--- config.mk ---
export PLATFORM = sky130hd
export DESIGN_NAME = windowed_sensor_filter_unit
export DESIGN_NICKNAME = d
export VERILOG_FILES = /design/src/rtl/wsf_pkg.sv /design/src/rtl/wsf_ctrl.sv /design/src/rtl/wsf_dpath.sv /design/src/rtl/windowed_sensor_filter_unit.sv
export SDC_FILE = /design/constraint.sdc
export NUM_CORES = 2
export LEC_CHECK = 0
export BUFFER_PORTS_ARGS = -buffer_cell sky130_fd_sc_hd__buf_2
export CORE_MARGIN = 2
export CORE_UTILIZATION = 30
export CTS_CLUSTER_DIAMETER = 200
export DETAILED_ROUTE_END_ITERATION = 6
export GPL_ROUTABILITY_DRIVEN = 0
export GPL_TIMING_DRIVEN = 0
export RECOVER_POWER = 25
export SETUP_SLACK_MARGIN = 0.4
export SLEW_MARGIN = 20
export SYNTH_ARGS = -nofsm -noshare
export SYNTH_HDL_FRONTEND = slang
export SYNTH_SLANG_ARGS = --single-unit
--- constraint.sdc ---
create_clock -name clk -period 22.2 [get_ports clk]
set_input_delay 4.44 -clock clk [delete_from_list [all_inputs] [get_ports clk]]
set_output_delay 4.44 -clock clk [all_outputs]
set_load 0.01 [all_outputs]
--- src/rtl/wsf_pkg.sv ---
// ----------------------------------------------------------------------------
// wsf_pkg
// Shared constants, types and helpers for the windowed sensor filter.
// ----------------------------------------------------------------------------
package wsf_pkg;

    localparam int WINDOW_DEPTH    = 64;
    localparam int SAMPLE_BITS     = 32;
    localparam int COEFF_FRAC_BITS = 16;

    localparam int ADDR_BITS   = $clog2(WINDOW_DEPTH);
    localparam int CNT_BITS    = $clog2(WINDOW_DEPTH + 1);
    localparam int COEFF_BITS  = COEFF_FRAC_BITS + 1;
    localparam int WIN_BITS    = 7;
    localparam int CFG_BITS    = (COEFF_BITS > WIN_BITS) ? COEFF_BITS : WIN_BITS;
    localparam int SUM_BITS    = 64;
    localparam int DCNT_BITS   = $clog2(SUM_BITS);
    localparam int DIFF_BITS   = SAMPLE_BITS + 1;
    localparam int PROD_BITS   = COEFF_BITS + 1 + DIFF_BITS;
    localparam int ACC_BITS    = PROD_BITS + 1;
    localparam int SAT_BITS    = (ACC_BITS > SUM_BITS + 1) ? ACC_BITS : SUM_BITS + 1;
    localparam int READY_SCALE = 10;
    localparam int RDY_BITS    = CNT_BITS + 4;

    localparam logic OP_PUSH  = 1'b0;
    localparam logic OP_CLEAR = 1'b1;

    typedef enum logic [1:0] {
        MODE_LOWPASS,
        MODE_HIGHPASS,
        MODE_AVERAGE,
        MODE_PASS
    } mode_t;

    typedef enum logic [1:0] {
        REG_FILTER_MODE,
        REG_WINDOW_SIZE,
        REG_LOWPASS_COEFF,
        REG_HIGHPASS_COEFF
    } reg_index_t;

    typedef enum logic [4:0] {
        DP_NOP,
        DP_LOAD,
        DP_CLEAR,
        DP_Y_X,
        DP_RD_OLD,
        DP_DROP,
        DP_APPEND,
        DP_SUM_SET,
        DP_SUM_ADD,
        DP_RD_FIRST,
        DP_Y_INIT,
        DP_RD_IDX,
        DP_MUL_A,
        DP_MUL_B,
        DP_UPD_LP,
        DP_UPD_HP,
        DP_DIV_INIT,
        DP_DIV_STEP,
        DP_Y_DIV,
        DP_RESULT
    } dp_op_t;

    typedef enum logic [4:0] {
        S_IDLE,
        S_DISP,
        S_F_PRE,
        S_F_APP,
        S_F_POST,
        S_F_CHK,
        S_F_INIT,
        S_F_RD,
        S_F_MA,
        S_F_MB,
        S_F_UP,
        S_A_FIRST,
        S_A_SETS,
        S_A_RD1,
        S_A_DR1,
        S_A_APP,
        S_A_CHK,
        S_A_DR2,
        S_A_ADD,
        S_A_DIVI,
        S_A_DIV,
        S_A_DIVF,
        S_FIN
    } ctrl_state_t;

    typedef struct packed {
        dp_op_t op;
        logic   sub;
        logic   lowpass;
    } cmd_t;

    typedef struct packed {
        logic empty;
        logic ge_eff;
        logic gt_eff;
        logic full;
        logic lt2;
        logic idx_done;
        logic div_last;
    } status_t;

    // (ptr + off) modulo the window depth; off never exceeds the depth
    function automatic logic [ADDR_BITS-1:0] wrap_add(input logic [ADDR_BITS-1:0] ptr,
                                                      input logic [CNT_BITS-1:0] off);
        logic [CNT_BITS:0] s;
        s = (CNT_BITS+1)'(ptr) + (CNT_BITS+1)'(off);
        if (s >= (CNT_BITS+1)'(WINDOW_DEPTH))
        begin
            s = s - (CNT_BITS+1)'(WINDOW_DEPTH);
        end
        return s[ADDR_BITS-1:0];
    endfunction

    function automatic logic [SAMPLE_BITS-1:0] sat_sample(input logic [SAT_BITS-1:0] v);
        logic [SAT_BITS-SAMPLE_BITS:0] hi;
        logic [SAMPLE_BITS-1:0]        r;
        hi = v[SAT_BITS-1:SAMPLE_BITS-1];
        if ((&hi) || !(|hi))
        begin
            r = v[SAMPLE_BITS-1:0];
        end
        else if (v[SAT_BITS-1])
        begin
            r = {1'b1, {(SAMPLE_BITS-1){1'b0}}};
        end
        else
        begin
            r = {1'b0, {(SAMPLE_BITS-1){1'b1}}};
        end
        return r;
    endfunction

endpackage

--- src/rtl/wsf_ctrl.sv ---
// ----------------------------------------------------------------------------
// wsf_ctrl
// Sequencer: steps the datapath through history update, recursion and
// division for one word at a time, and owns the output handshake.
// ----------------------------------------------------------------------------
module wsf_ctrl
(
    input  logic                 clk,
    input  logic                 rst_n,
    input  logic                 in_valid,
    output logic                 in_stall,
    input  logic                 operation,
    input  wsf_pkg::mode_t       mode,
    output logic                 out_valid,
    input  logic                 out_stall,
    input  wsf_pkg::status_t     status,
    output wsf_pkg::cmd_t        cmd
);

    wsf_pkg::ctrl_state_t state_reg, state_next;
    logic                 op_reg, op_next;
    logic                 out_valid_reg, out_valid_next;
    logic                 out_free;

    assign out_free  = !out_valid_reg || !out_stall;
    assign in_stall  = (state_reg != wsf_pkg::S_IDLE);
    assign out_valid = out_valid_reg;

    always_ff @(posedge clk or negedge rst_n)
    begin
        if (!rst_n)
        begin
            state_reg     <= wsf_pkg::S_IDLE;
            op_reg        <= wsf_pkg::OP_PUSH;
            out_valid_reg <= 1'b0;
        end
        else
        begin
            state_reg     <= state_next;
            op_reg        <= op_next;
            out_valid_reg <= out_valid_next;
        end
    end

    // next state
    always_comb
    begin
        state_next = state_reg;
        op_next    = op_reg;
        case (state_reg)
            wsf_pkg::S_IDLE:
            begin
                if (in_valid)
                begin
                    op_next    = operation;
                    state_next = wsf_pkg::S_DISP;
                end
            end
            wsf_pkg::S_DISP:
            begin
                if (op_reg == wsf_pkg::OP_CLEAR || mode == wsf_pkg::MODE_PASS)
                begin
                    state_next = wsf_pkg::S_FIN;
                end
                else if (mode == wsf_pkg::MODE_AVERAGE)
                begin
                    if (status.empty)
                    begin
                        state_next = wsf_pkg::S_A_FIRST;
                    end
                    else if (status.ge_eff)
                    begin
                        state_next = wsf_pkg::S_A_RD1;
                    end
                    else
                    begin
                        state_next = wsf_pkg::S_A_APP;
                    end
                end
                else
                begin
                    state_next = wsf_pkg::S_F_PRE;
                end
            end
            wsf_pkg::S_F_PRE:   state_next = wsf_pkg::S_F_APP;
            wsf_pkg::S_F_APP:   state_next = wsf_pkg::S_F_POST;
            wsf_pkg::S_F_POST:  state_next = wsf_pkg::S_F_CHK;
            wsf_pkg::S_F_CHK:
            begin
                state_next = status.lt2 ? wsf_pkg::S_FIN : wsf_pkg::S_F_INIT;
            end
            wsf_pkg::S_F_INIT:  state_next = wsf_pkg::S_F_RD;
            wsf_pkg::S_F_RD:
            begin
                state_next = status.idx_done ? wsf_pkg::S_FIN : wsf_pkg::S_F_MA;
            end
            wsf_pkg::S_F_MA:
            begin
                state_next = (mode == wsf_pkg::MODE_LOWPASS) ? wsf_pkg::S_F_UP
                                                              : wsf_pkg::S_F_MB;
            end
            wsf_pkg::S_F_MB:    state_next = wsf_pkg::S_F_UP;
            wsf_pkg::S_F_UP:    state_next = wsf_pkg::S_F_RD;
            wsf_pkg::S_A_FIRST: state_next = wsf_pkg::S_A_SETS;
            wsf_pkg::S_A_SETS:  state_next = wsf_pkg::S_FIN;
            wsf_pkg::S_A_RD1:   state_next = wsf_pkg::S_A_DR1;
            wsf_pkg::S_A_DR1:   state_next = wsf_pkg::S_A_APP;
            wsf_pkg::S_A_APP:   state_next = wsf_pkg::S_A_CHK;
            wsf_pkg::S_A_CHK:
            begin
                state_next = status.gt_eff ? wsf_pkg::S_A_DR2 : wsf_pkg::S_A_ADD;
            end
            wsf_pkg::S_A_DR2:   state_next = wsf_pkg::S_A_ADD;
            wsf_pkg::S_A_ADD:   state_next = wsf_pkg::S_A_DIVI;
            wsf_pkg::S_A_DIVI:  state_next = wsf_pkg::S_A_DIV;
            wsf_pkg::S_A_DIV:
            begin
                if (status.div_last)
                begin
                    state_next = wsf_pkg::S_A_DIVF;
                end
            end
            wsf_pkg::S_A_DIVF:  state_next = wsf_pkg::S_FIN;
            wsf_pkg::S_FIN:
            begin
                if (out_free)
                begin
                    state_next = wsf_pkg::S_IDLE;
                end
            end
            default:            state_next = wsf_pkg::S_IDLE;
        endcase
    end

    // outputs
    always_comb
    begin
        cmd.op         = wsf_pkg::DP_NOP;
        cmd.sub        = 1'b0;
        cmd.lowpass    = (mode == wsf_pkg::MODE_LOWPASS);
        out_valid_next = out_valid_reg && out_stall;
        case (state_reg)
            wsf_pkg::S_IDLE:
            begin
                if (in_valid)
                begin
                    cmd.op = wsf_pkg::DP_LOAD;
                end
            end
            wsf_pkg::S_DISP:
            begin
                if (op_reg == wsf_pkg::OP_CLEAR)
                begin
                    cmd.op = wsf_pkg::DP_CLEAR;
                end
                else if (mode == wsf_pkg::MODE_PASS)
                begin
                    cmd.op = wsf_pkg::DP_Y_X;
                end
            end
            wsf_pkg::S_F_PRE:
            begin
                if (status.full)
                begin
                    cmd.op = wsf_pkg::DP_DROP;
                end
            end
            wsf_pkg::S_F_APP:   cmd.op = wsf_pkg::DP_APPEND;
            wsf_pkg::S_F_POST:
            begin
                if (status.gt_eff)
                begin
                    cmd.op = wsf_pkg::DP_DROP;
                end
            end
            wsf_pkg::S_F_CHK:
            begin
                cmd.op = status.lt2 ? wsf_pkg::DP_Y_X : wsf_pkg::DP_RD_FIRST;
            end
            wsf_pkg::S_F_INIT:  cmd.op = wsf_pkg::DP_Y_INIT;
            wsf_pkg::S_F_RD:
            begin
                if (!status.idx_done)
                begin
                    cmd.op = wsf_pkg::DP_RD_IDX;
                end
            end
            wsf_pkg::S_F_MA:    cmd.op = wsf_pkg::DP_MUL_A;
            wsf_pkg::S_F_MB:    cmd.op = wsf_pkg::DP_MUL_B;
            wsf_pkg::S_F_UP:
            begin
                cmd.op = (mode == wsf_pkg::MODE_LOWPASS) ? wsf_pkg::DP_UPD_LP
                                                          : wsf_pkg::DP_UPD_HP;
            end
            wsf_pkg::S_A_FIRST: cmd.op = wsf_pkg::DP_APPEND;
            wsf_pkg::S_A_SETS:  cmd.op = wsf_pkg::DP_SUM_SET;
            wsf_pkg::S_A_RD1:   cmd.op = wsf_pkg::DP_RD_OLD;
            wsf_pkg::S_A_DR1:
            begin
                cmd.op  = wsf_pkg::DP_DROP;
                cmd.sub = 1'b1;
            end
            wsf_pkg::S_A_APP:   cmd.op = wsf_pkg::DP_APPEND;
            wsf_pkg::S_A_CHK:
            begin
                if (status.gt_eff)
                begin
                    cmd.op = wsf_pkg::DP_RD_OLD;
                end
            end
            wsf_pkg::S_A_DR2:
            begin
                cmd.op  = wsf_pkg::DP_DROP;
                cmd.sub = 1'b1;
            end
            wsf_pkg::S_A_ADD:   cmd.op = wsf_pkg::DP_SUM_ADD;
            wsf_pkg::S_A_DIVI:  cmd.op = wsf_pkg::DP_DIV_INIT;
            wsf_pkg::S_A_DIV:   cmd.op = wsf_pkg::DP_DIV_STEP;
            wsf_pkg::S_A_DIVF:  cmd.op = wsf_pkg::DP_Y_DIV;
            wsf_pkg::S_FIN:
            begin
                if (out_free)
                begin
                    cmd.op         = wsf_pkg::DP_RESULT;
                    out_valid_next = 1'b1;
                end
            end
            default:            cmd.op = wsf_pkg::DP_NOP;
        endcase
    end

endmodule

--- src/rtl/wsf_dpath.sv ---
// ----------------------------------------------------------------------------
// wsf_dpath
// History memory, pointers, running sum, shared coefficient multiplier,
// serial divider and the output word register.
// ----------------------------------------------------------------------------
module wsf_dpath
(
    input  logic                                      clk,
    input  logic                                      rst_n,
    input  wsf_pkg::cmd_t                             cmd,
    input  logic signed [wsf_pkg::SAMPLE_BITS-1:0]    sample_in,
    input  logic [wsf_pkg::CNT_BITS-1:0]              eff_window,
    input  logic [wsf_pkg::COEFF_BITS-1:0]            lowpass_coeff,
    input  logic [wsf_pkg::COEFF_BITS-1:0]            highpass_coeff,
    output wsf_pkg::status_t                          status,
    output logic signed [wsf_pkg::SAMPLE_BITS-1:0]    filtered_out,
    output logic                                      ready_res
);

    localparam int S = wsf_pkg::SAMPLE_BITS;

    logic signed [S-1:0] mem [wsf_pkg::WINDOW_DEPTH];

    logic [wsf_pkg::ADDR_BITS-1:0]          ptr_reg, ptr_next;
    logic [wsf_pkg::CNT_BITS-1:0]           count_reg, count_next;
    logic [wsf_pkg::SUM_BITS-1:0]           sum_reg, sum_next;
    logic [wsf_pkg::CNT_BITS-1:0]           idx_reg, idx_next;
    logic [wsf_pkg::DCNT_BITS-1:0]          dcnt_reg, dcnt_next;
    logic signed [S-1:0]                    x_reg, y_reg, prev_reg, cur_reg, rd_data_reg;
    logic signed [wsf_pkg::PROD_BITS-1:0]   prod_a_reg, prod_b_reg;
    logic [wsf_pkg::SUM_BITS-1:0]           mag_reg;
    logic [wsf_pkg::CNT_BITS-1:0]           rem_reg;
    logic                                   neg_reg;
    logic signed [S-1:0]                    out_reg;
    logic                                   ready_reg;

    logic [wsf_pkg::ADDR_BITS-1:0]          rd_addr, wr_addr;
    logic                                   rd_en;
    logic [wsf_pkg::SUM_BITS-1:0]           x_ext, old_ext;
    logic [wsf_pkg::COEFF_BITS-1:0]         coeff;
    logic signed [wsf_pkg::DIFF_BITS-1:0]   mul_b;
    logic signed [wsf_pkg::PROD_BITS-1:0]   mul_p, sh_a, sh_b;
    logic signed [wsf_pkg::ACC_BITS-1:0]    acc_lp, acc_hp;
    logic [wsf_pkg::CNT_BITS:0]             rem_sh;
    logic                                   q_bit;
    logic signed [wsf_pkg::SUM_BITS:0]      q_signed;
    logic [wsf_pkg::RDY_BITS-1:0]           ready_lhs;

    assign x_ext   = wsf_pkg::SUM_BITS'(x_reg);
    assign old_ext = wsf_pkg::SUM_BITS'(rd_data_reg);
    assign wr_addr = wsf_pkg::wrap_add(ptr_reg, count_reg);
    assign rd_addr = (cmd.op == wsf_pkg::DP_RD_IDX) ? wsf_pkg::wrap_add(ptr_reg, idx_reg)
                                                     : ptr_reg;
    assign rd_en   = (cmd.op == wsf_pkg::DP_RD_OLD) || (cmd.op == wsf_pkg::DP_RD_FIRST) ||
                     (cmd.op == wsf_pkg::DP_RD_IDX);

    // shared multiplier: coefficient times a difference or the state
    assign coeff = cmd.lowpass ? lowpass_coeff : highpass_coeff;
    always_comb
    begin
        if (cmd.op == wsf_pkg::DP_MUL_A)
        begin
            mul_b = cmd.lowpass ? (wsf_pkg::DIFF_BITS'(rd_data_reg) - wsf_pkg::DIFF_BITS'(y_reg))
                                : wsf_pkg::DIFF_BITS'(y_reg);
        end
        else
        begin
            mul_b = wsf_pkg::DIFF_BITS'(cur_reg) - wsf_pkg::DIFF_BITS'(prev_reg);
        end
    end
    assign mul_p = $signed({1'b0, coeff}) * mul_b;

    assign sh_a   = prod_a_reg >>> wsf_pkg::COEFF_FRAC_BITS;
    assign sh_b   = prod_b_reg >>> wsf_pkg::COEFF_FRAC_BITS;
    assign acc_lp = wsf_pkg::ACC_BITS'(y_reg) + wsf_pkg::ACC_BITS'(sh_a);
    assign acc_hp = wsf_pkg::ACC_BITS'(sh_a) + wsf_pkg::ACC_BITS'(sh_b);

    // restoring divider, one quotient bit a cycle
    assign rem_sh = {rem_reg, mag_reg[wsf_pkg::SUM_BITS-1]};
    assign q_bit  = (rem_sh >= {1'b0, count_reg});
    assign q_signed = neg_reg ? -$signed({1'b0, mag_reg}) : $signed({1'b0, mag_reg});

    assign ready_lhs = wsf_pkg::RDY_BITS'(count_reg) * wsf_pkg::RDY_BITS'(wsf_pkg::READY_SCALE);

    assign status.empty    = (count_reg == '0);
    assign status.ge_eff   = (count_reg >= eff_window);
    assign status.gt_eff   = (count_reg > eff_window);
    assign status.full     = (count_reg >= wsf_pkg::CNT_BITS'(wsf_pkg::WINDOW_DEPTH));
    assign status.lt2      = (count_reg < wsf_pkg::CNT_BITS'(2));
    assign status.idx_done = (idx_reg == count_reg);
    assign status.div_last = (dcnt_reg == wsf_pkg::DCNT_BITS'(wsf_pkg::SUM_BITS - 1));

    assign filtered_out = out_reg;
    assign ready_res    = ready_reg;

    always_ff @(posedge clk)
    begin
        if (cmd.op == wsf_pkg::DP_APPEND)
        begin
            mem[wr_addr] <= x_reg;
        end
        if (rd_en)
        begin
            rd_data_reg <= mem[rd_addr];
        end
    end

    always_comb
    begin
        ptr_next   = ptr_reg;
        count_next = count_reg;
        sum_next   = sum_reg;
        idx_next   = idx_reg;
        dcnt_next  = dcnt_reg;
        case (cmd.op)
            wsf_pkg::DP_CLEAR:
            begin
                ptr_next   = '0;
                count_next = '0;
                sum_next   = '0;
            end
            wsf_pkg::DP_DROP:
            begin
                ptr_next   = wsf_pkg::wrap_add(ptr_reg, wsf_pkg::CNT_BITS'(1));
                count_next = count_reg - wsf_pkg::CNT_BITS'(1);
                if (cmd.sub)
                begin
                    sum_next = sum_reg - old_ext;
                end
            end
            wsf_pkg::DP_APPEND:   count_next = count_reg + wsf_pkg::CNT_BITS'(1);
            wsf_pkg::DP_SUM_SET:  sum_next = x_ext;
            wsf_pkg::DP_SUM_ADD:  sum_next = sum_reg + x_ext;
            wsf_pkg::DP_RD_FIRST: idx_next = wsf_pkg::CNT_BITS'(1);
            wsf_pkg::DP_UPD_LP:   idx_next = idx_reg + wsf_pkg::CNT_BITS'(1);
            wsf_pkg::DP_UPD_HP:   idx_next = idx_reg + wsf_pkg::CNT_BITS'(1);
            wsf_pkg::DP_DIV_INIT: dcnt_next = '0;
            wsf_pkg::DP_DIV_STEP: dcnt_next = dcnt_reg + wsf_pkg::DCNT_BITS'(1);
            default:              ptr_next = ptr_reg;
        endcase
    end

    always_ff @(posedge clk or negedge rst_n)
    begin
        if (!rst_n)
        begin
            ptr_reg   <= '0;
            count_reg <= '0;
            sum_reg   <= '0;
            idx_reg   <= '0;
            dcnt_reg  <= '0;
        end
        else
        begin
            ptr_reg   <= ptr_next;
            count_reg <= count_next;
            sum_reg   <= sum_next;
            idx_reg   <= idx_next;
            dcnt_reg  <= dcnt_next;
        end
    end

    always_ff @(posedge clk)
    begin
        case (cmd.op)
            wsf_pkg::DP_LOAD:     x_reg <= sample_in;
            wsf_pkg::DP_CLEAR:    y_reg <= '0;
            wsf_pkg::DP_Y_X:      y_reg <= x_reg;
            wsf_pkg::DP_SUM_SET:  y_reg <= x_reg;
            wsf_pkg::DP_Y_INIT:
            begin
                y_reg    <= rd_data_reg;
                prev_reg <= rd_data_reg;
            end
            wsf_pkg::DP_MUL_A:
            begin
                prod_a_reg <= mul_p;
                cur_reg    <= rd_data_reg;
            end
            wsf_pkg::DP_MUL_B:    prod_b_reg <= mul_p;
            wsf_pkg::DP_UPD_LP:
            begin
                y_reg    <= wsf_pkg::sat_sample(wsf_pkg::SAT_BITS'(acc_lp));
                prev_reg <= cur_reg;
            end
            wsf_pkg::DP_UPD_HP:
            begin
                y_reg    <= wsf_pkg::sat_sample(wsf_pkg::SAT_BITS'(acc_hp));
                prev_reg <= cur_reg;
            end
            wsf_pkg::DP_DIV_INIT:
            begin
                neg_reg <= sum_reg[wsf_pkg::SUM_BITS-1];
                mag_reg <= sum_reg[wsf_pkg::SUM_BITS-1] ? (~sum_reg + 1'b1) : sum_reg;
                rem_reg <= '0;
            end
            wsf_pkg::DP_DIV_STEP:
            begin
                rem_reg <= q_bit ? wsf_pkg::CNT_BITS'(rem_sh - {1'b0, count_reg})
                                 : rem_sh[wsf_pkg::CNT_BITS-1:0];
                mag_reg <= {mag_reg[wsf_pkg::SUM_BITS-2:0], q_bit};
            end
            wsf_pkg::DP_Y_DIV:
            begin
                y_reg <= wsf_pkg::sat_sample(wsf_pkg::SAT_BITS'(q_signed));
            end
            wsf_pkg::DP_RESULT:
            begin
                out_reg   <= y_reg;
                ready_reg <= (ready_lhs >= wsf_pkg::RDY_BITS'(eff_window));
            end
            default:              x_reg <= x_reg;
        endcase
    end

endmodule

--- src/rtl/windowed_sensor_filter_unit.sv ---
// ----------------------------------------------------------------------------
// windowed_sensor_filter_unit
// Sensor filter over a sliding sample history: low-pass, high-pass, moving
// average or pass-through, with a clear operation.
// ----------------------------------------------------------------------------
// One word is processed at a time; a new word is taken as soon as the
// previous one has reached the output register. Low-pass and high-pass
// replay the recursion over the samples held after the push (the sample
// itself is the result while fewer than two are held) through the single
// history read port and one shared multiplier, which high-pass uses twice
// per sample. Moving average divides the running sum in the 64-step serial
// divider (a first sample after empty or clear passes through). Registers:
// 0 filter mode, 1 window size, 2 low-pass alpha, 3 high-pass alpha; write
// only while idle.
// ----------------------------------------------------------------------------
module windowed_sensor_filter_unit
(
    input  logic                                      clk,
    input  logic                                      rst_n,
    input  logic                                      cfg_write,
    input  logic [1:0]                                cfg_index,
    input  logic [wsf_pkg::CFG_BITS-1:0]              cfg_data,
    input  logic                                      in_valid,
    output logic                                      in_stall,
    input  logic                                      operation,
    input  logic signed [wsf_pkg::SAMPLE_BITS-1:0]    sample_in,
    output logic                                      out_valid,
    input  logic                                      out_stall,
    output logic signed [wsf_pkg::SAMPLE_BITS-1:0]    filtered_out,
    output logic                                      ready_res
);

    localparam int EW = wsf_pkg::WIN_BITS + wsf_pkg::CNT_BITS;

    wsf_pkg::mode_t                     mode_reg;
    logic [wsf_pkg::WIN_BITS-1:0]       window_reg;
    logic [wsf_pkg::COEFF_BITS-1:0]     lp_coeff_reg, hp_coeff_reg;
    logic [wsf_pkg::CNT_BITS-1:0]       eff_window;
    logic [EW-1:0]                      win_ext;
    wsf_pkg::status_t                   status;
    wsf_pkg::cmd_t                      cmd;

    always_ff @(posedge clk or negedge rst_n)
    begin
        if (!rst_n)
        begin
            mode_reg     <= wsf_pkg::MODE_PASS;
            window_reg   <= wsf_pkg::WIN_BITS'(10);
            lp_coeff_reg <= wsf_pkg::COEFF_BITS'(1) << (wsf_pkg::COEFF_FRAC_BITS - 1);
            hp_coeff_reg <= wsf_pkg::COEFF_BITS'(1) << (wsf_pkg::COEFF_FRAC_BITS - 1);
        end
        else if (cfg_write)
        begin
            case (wsf_pkg::reg_index_t'(cfg_index))
                wsf_pkg::REG_FILTER_MODE:    mode_reg     <= wsf_pkg::mode_t'(cfg_data[1:0]);
                wsf_pkg::REG_WINDOW_SIZE:    window_reg   <= cfg_data[wsf_pkg::WIN_BITS-1:0];
                wsf_pkg::REG_LOWPASS_COEFF:  lp_coeff_reg <= cfg_data[wsf_pkg::COEFF_BITS-1:0];
                wsf_pkg::REG_HIGHPASS_COEFF: hp_coeff_reg <= cfg_data[wsf_pkg::COEFF_BITS-1:0];
                default:                     mode_reg     <= mode_reg;
            endcase
        end
    end

    // window clamped to 1..depth
    assign win_ext = EW'(window_reg);
    always_comb
    begin
        if (win_ext == '0)
        begin
            eff_window = wsf_pkg::CNT_BITS'(1);
        end
        else if (win_ext > EW'(wsf_pkg::WINDOW_DEPTH))
        begin
            eff_window = wsf_pkg::CNT_BITS'(wsf_pkg::WINDOW_DEPTH);
        end
        else
        begin
            eff_window = win_ext[wsf_pkg::CNT_BITS-1:0];
        end
    end

    wsf_ctrl u_ctrl
    (
        .clk       (clk),
        .rst_n     (rst_n),
        .in_valid  (in_valid),
        .in_stall  (in_stall),
        .operation (operation),
        .mode      (mode_reg),
        .out_valid (out_valid),
        .out_stall (out_stall),
        .status    (status),
        .cmd       (cmd)
    );

    wsf_dpath u_dpath
    (
        .clk            (clk),
        .rst_n          (rst_n),
        .cmd            (cmd),
        .sample_in      (sample_in),
        .eff_window     (eff_window),
        .lowpass_coeff  (lp_coeff_reg),
        .highpass_coeff (hp_coeff_reg),
        .status         (status),
        .filtered_out   (filtered_out),
        .ready_res      (ready_res)
    );

endmodule
==> results.py <==
metrics = {
    "status": {
        "outcome": "finished clean",
    },
    "synth": {
        "postSynthRegisterBits": 2523,
        "synth-edff-count": 2383,
        "synth_sequential_area_ratio_pct": 56.61,
        "synthesis.area_per_instance_um2": 13.58,
        "synth_instances": 9766,
        "synth_ff_type": "edfxtp_1",
        "yosysWarnings": 0,
        "syn-cell-area_um2": 132600,
        "synth_cell_types": 89,
        "async_reset_ff_share_pct": 5.549,
        "syn_nets": 10730,
    },
    "setup_path": {
        "worstPathMaxFanout": 10,
        "critPathLaunchType": "flop",
        "slowest_delay_ns": 0.65,
        "worst-endpoint-required_ns": 22.78,
        "critical_path.endpoint_type": "flop",
        "timing.critical_path.mode_cell": "fa_1",
        "cp_num_buf_inv": 6,
        "critPathKind": "reg2reg",
        "crit_path_top_delay_cell": "o21ai_0",
        "crit_arrival_ns": 12.44,
        "crit_family": "adder cells",
    },
    "drt": {
        "route.final.wire_length_um": 405200,
        "detail_route.drc_violations": 0,
        "via_count": 86110,
        "ant_nets": 0,
        "first_iter_violations": 10310,
        "drt_first_pass_iters": 6,
        "vias_per_cell": 5.227,
        "drt-wirelength-per-cell_um": 24.60,
    },
    "final_layout": {
        "flip_flop_count_of_the_largest_register_after_layout": 2048,
        "area_delta_synth_final_pct": 15.47,
        "fill_cells": 42560,
        "nNetsFinal": 11310,
        "sequential_cell_area_um2": 75070,
        "post_route_cells_drive_above_1_share_pct": 12.88,
        "area_occupied_by_multi_input_gates_um2": 53830,
    },
    "floorplan": {
        "die-height_um": 668.8,
        "die_area_um2": 447300,
        "num_io_pins": 92,
        "floorplan.initialDensity_pct": 30.08,
        "chipWidth_um": 668.8,
        "core_area_um2": 440800,
        "placement_row_count": 244,
    },
    "grt": {
        "grt_most_used_layer": "met2",
        "vias_in_the_first_global_route": 84420,
        "grt.overflow.total": 0,
        "grt_util_all_layers_pct": 17.73,
        "largest_net_degree_at_the_start_of_global_routing": 81,
        "globalRouteMet3Util_pct": 4.130,
        "grt_first_pass_wirelength_um": 584300,
        "gr-usage-met2_pct": 26.94,
        "initial_antenna_violation_count": 30,
        "global_route.usage.met1_pct": 24.41,
    },
    "timing": {
        "tns_ns": 0,
        "period_minus_slack_ns": 11.86,
        "slew_headroom_pct": 12.86,
        "finalClockSkew_ns": 0.1031,
        "slew_viol_final": 0,
        "grt_setup_unrepaired": "false",
        "fin_crit_sh_pct": 53.41,
        "hold_viol_final": 0,
        "timing.fmax_mhz": 84.34,
        "setup_viol_count_final": 0,
        "worstMarginPinSlew_ns": 1.307,
    },
    "clock_network": {
        "ctsLongestPathBuffers": 4,
        "cts.repair_timing.setup_buffer_count": 0,
        "cts_tree": "done",
        "cts.reportedPaths.clkPinSlew_ns": 0.07,
        "cts.sinks": 2523,
        "ctsHtreeMaxLevel": 5,
        "cts_root_buffer": "clkbuf_16",
        "post_cts.resized_instances": 0,
        "cts_inserted_buffers": 268,
        "post_cts_hold_buffer_count": 0,
        "clkLatencyLatePin_ns": 0.92,
    },
    "run": {
        "timing.max_cap.violations": 0,
    },
    "min_path": {
        "holdCritPathClass": "reg2reg",
    },
    "placed_design": {
        "detailed_place_hpwl_um": 302300,
        "port_buffers": 91,
    },
}
cell type report:
type | count | area share, %
Antenna cell | 12 | 0.01961
Sequential cell | 2523 | 49.03
Inverter | 721 | 1.769
Multi-Input combinational cell | 6054 | 35.16
Clock buffer | 334 | 4.666
Buffer | 468 | 1.159
Clock inverter | 152 | 1.049
Timing Repair Buffer | 306 | 2.331
Tap cell | 5904 | 4.824
routing by layer:
metal / wire, um / up-vias / part of all wire [%]
met5: 213 / - / 0.053
met3: 41400 / 809 / 10
li1: - / 37280 / -
met1: 167000 / 43900 / 41
met4: 18640 / 6 / 4.6
met2: 178000 / 4122 / 44
synth_stat cells (12+ instances only):
| cell type | instances | area [um2] |
|---|---|---|
| nor2_1 | 629 | 2361 |
| clkbuf_1 | 386 | 1449 |
| mux2_2 | 46 | 518.0 |
| a311oi_1 | 73 | 639.4 |
| nor3b_1 | 12 | 90.09 |
| or2_2 | 18 | 112.6 |
| or3_1 | 46 | 287.8 |
| a211o_1 | 15 | 131.4 |
| mux2i_1 | 36 | 360.4 |
| fa_1 | 544 | 10890 |
| ha_1 | 366 | 4579 |
| mux4_2 | 512 | 11530 |
| edfxtp_1 | 2383 | 71560 |
| nand2_1 | 1154 | 4332 |
| a31oi_1 | 79 | 494.2 |
| and4_1 | 12 | 105.1 |
| dfrtp_1 | 134 | 3353 |
| o211ai_1 | 87 | 653.1 |
| o211a_1 | 29 | 290.3 |
| a21o_1 | 180 | 1351 |
| inv_1 | 720 | 2703 |
| nor4_1 | 42 | 262.8 |
| nand2b_1 | 74 | 462.9 |
| and2_1 | 87 | 544.3 |
| a22o_1 | 17 | 148.9 |
| a21oi_1 | 358 | 1792 |
| nor3_1 | 112 | 560.5 |
| o21ai_0 | 334 | 1672 |
| nor2b_1 | 70 | 437.9 |
| or4_1 | 19 | 142.6 |
| nand3_1 | 194 | 970.9 |
| o21ai_1 | 18 | 90.09 |
| and3_1 | 41 | 256.5 |
| o21bai_1 | 25 | 187.7 |
| xor2_1 | 213 | 1866 |
| o21a_1 | 46 | 345.3 |
| nand4_1 | 49 | 306.5 |
| buf_1 | 80 | 300.3 |
| o2111ai_1 | 12 | 105.1 |
| a22oi_1 | 57 | 427.9 |
| o31ai_1 | 59 | 442.9 |
| xnor2_1 | 152 | 1331 |
| a211oi_1 | 96 | 720.7 |
kinds of logic (layout without fill, tap and decap cells):
kind of cell / count (synthesis) / count (layout) / share of synthesized area [%]
flops: 2523 / 2523 / 56.61
simple gates: 2596 / 2596 / 8.723
compound gates: 1589 / 1589 / 7.861
xor+xnor: 365 / 365 / 2.411
mux: 594 / 594 / 9.358
buf+inv: 1189 / 1981 / 3.368
other cells: 0 / 12 / 0
fa+ha+maj: 910 / 910 / 11.67
final timing paths:
kind	slack (ns)	endpoint	startpoint	cells past startpoint
min in group asynchronous	3.53	u_dpath.sum_reg[35]	rst_n	1
hold / removal	0.48	u_dpath.neg_reg	u_dpath.sum_reg[63]	0
max in group asynchronous	17.70	lp_coeff_reg[10]	rst_n	2
setup reg to reg	10.34	u_dpath.prod_a_reg[50]	u_dpath.rd_data_reg[0]	34
hold reg to reg	0.48	u_dpath.neg_reg	u_dpath.sum_reg[63]	0
setup / recovery	10.34	u_dpath.prod_a_reg[50]	u_dpath.rd_data_reg[0]	34
placed cells by master (no fill, tap or decap), types with 92 or more instances in the layout:
cell	n
ha_1	366
xnor2_1	151
a21o_1	180
edfxtp_1	2383
nor2_1	565
nand2_1	1152
clkbuf_1	504
xor2_1	212
fa_1	544
mux4_2	512
buf_2	93
o21ai_0	334
clkbuf_16	276
nor3_1	111
a21oi_1	353
a211oi_1	92
nand3_1	190
inv_1	719
dfrtp_1	134
per-stage QoR:
step	utilization (%)	instance area (um2)	worst slack [ns]	hold slack, ns	cells
after floorplan	-	132600	12.47	0.4429	9766
after global placement	31.86	140400	7.831	0.4657	15760
after detailed placement	32.93	145200	10.64	0.4650	15980
after CTS	34.91	153900	10.56	0.4782	16460
after global routing	34.73	153100	9.726	0.5101	16470
final	34.73	153100	10.34	0.4794	16470
Power is not shown: default switching activity piles up to over one toggle a cycle in this logic, so the estimate is an artifact.
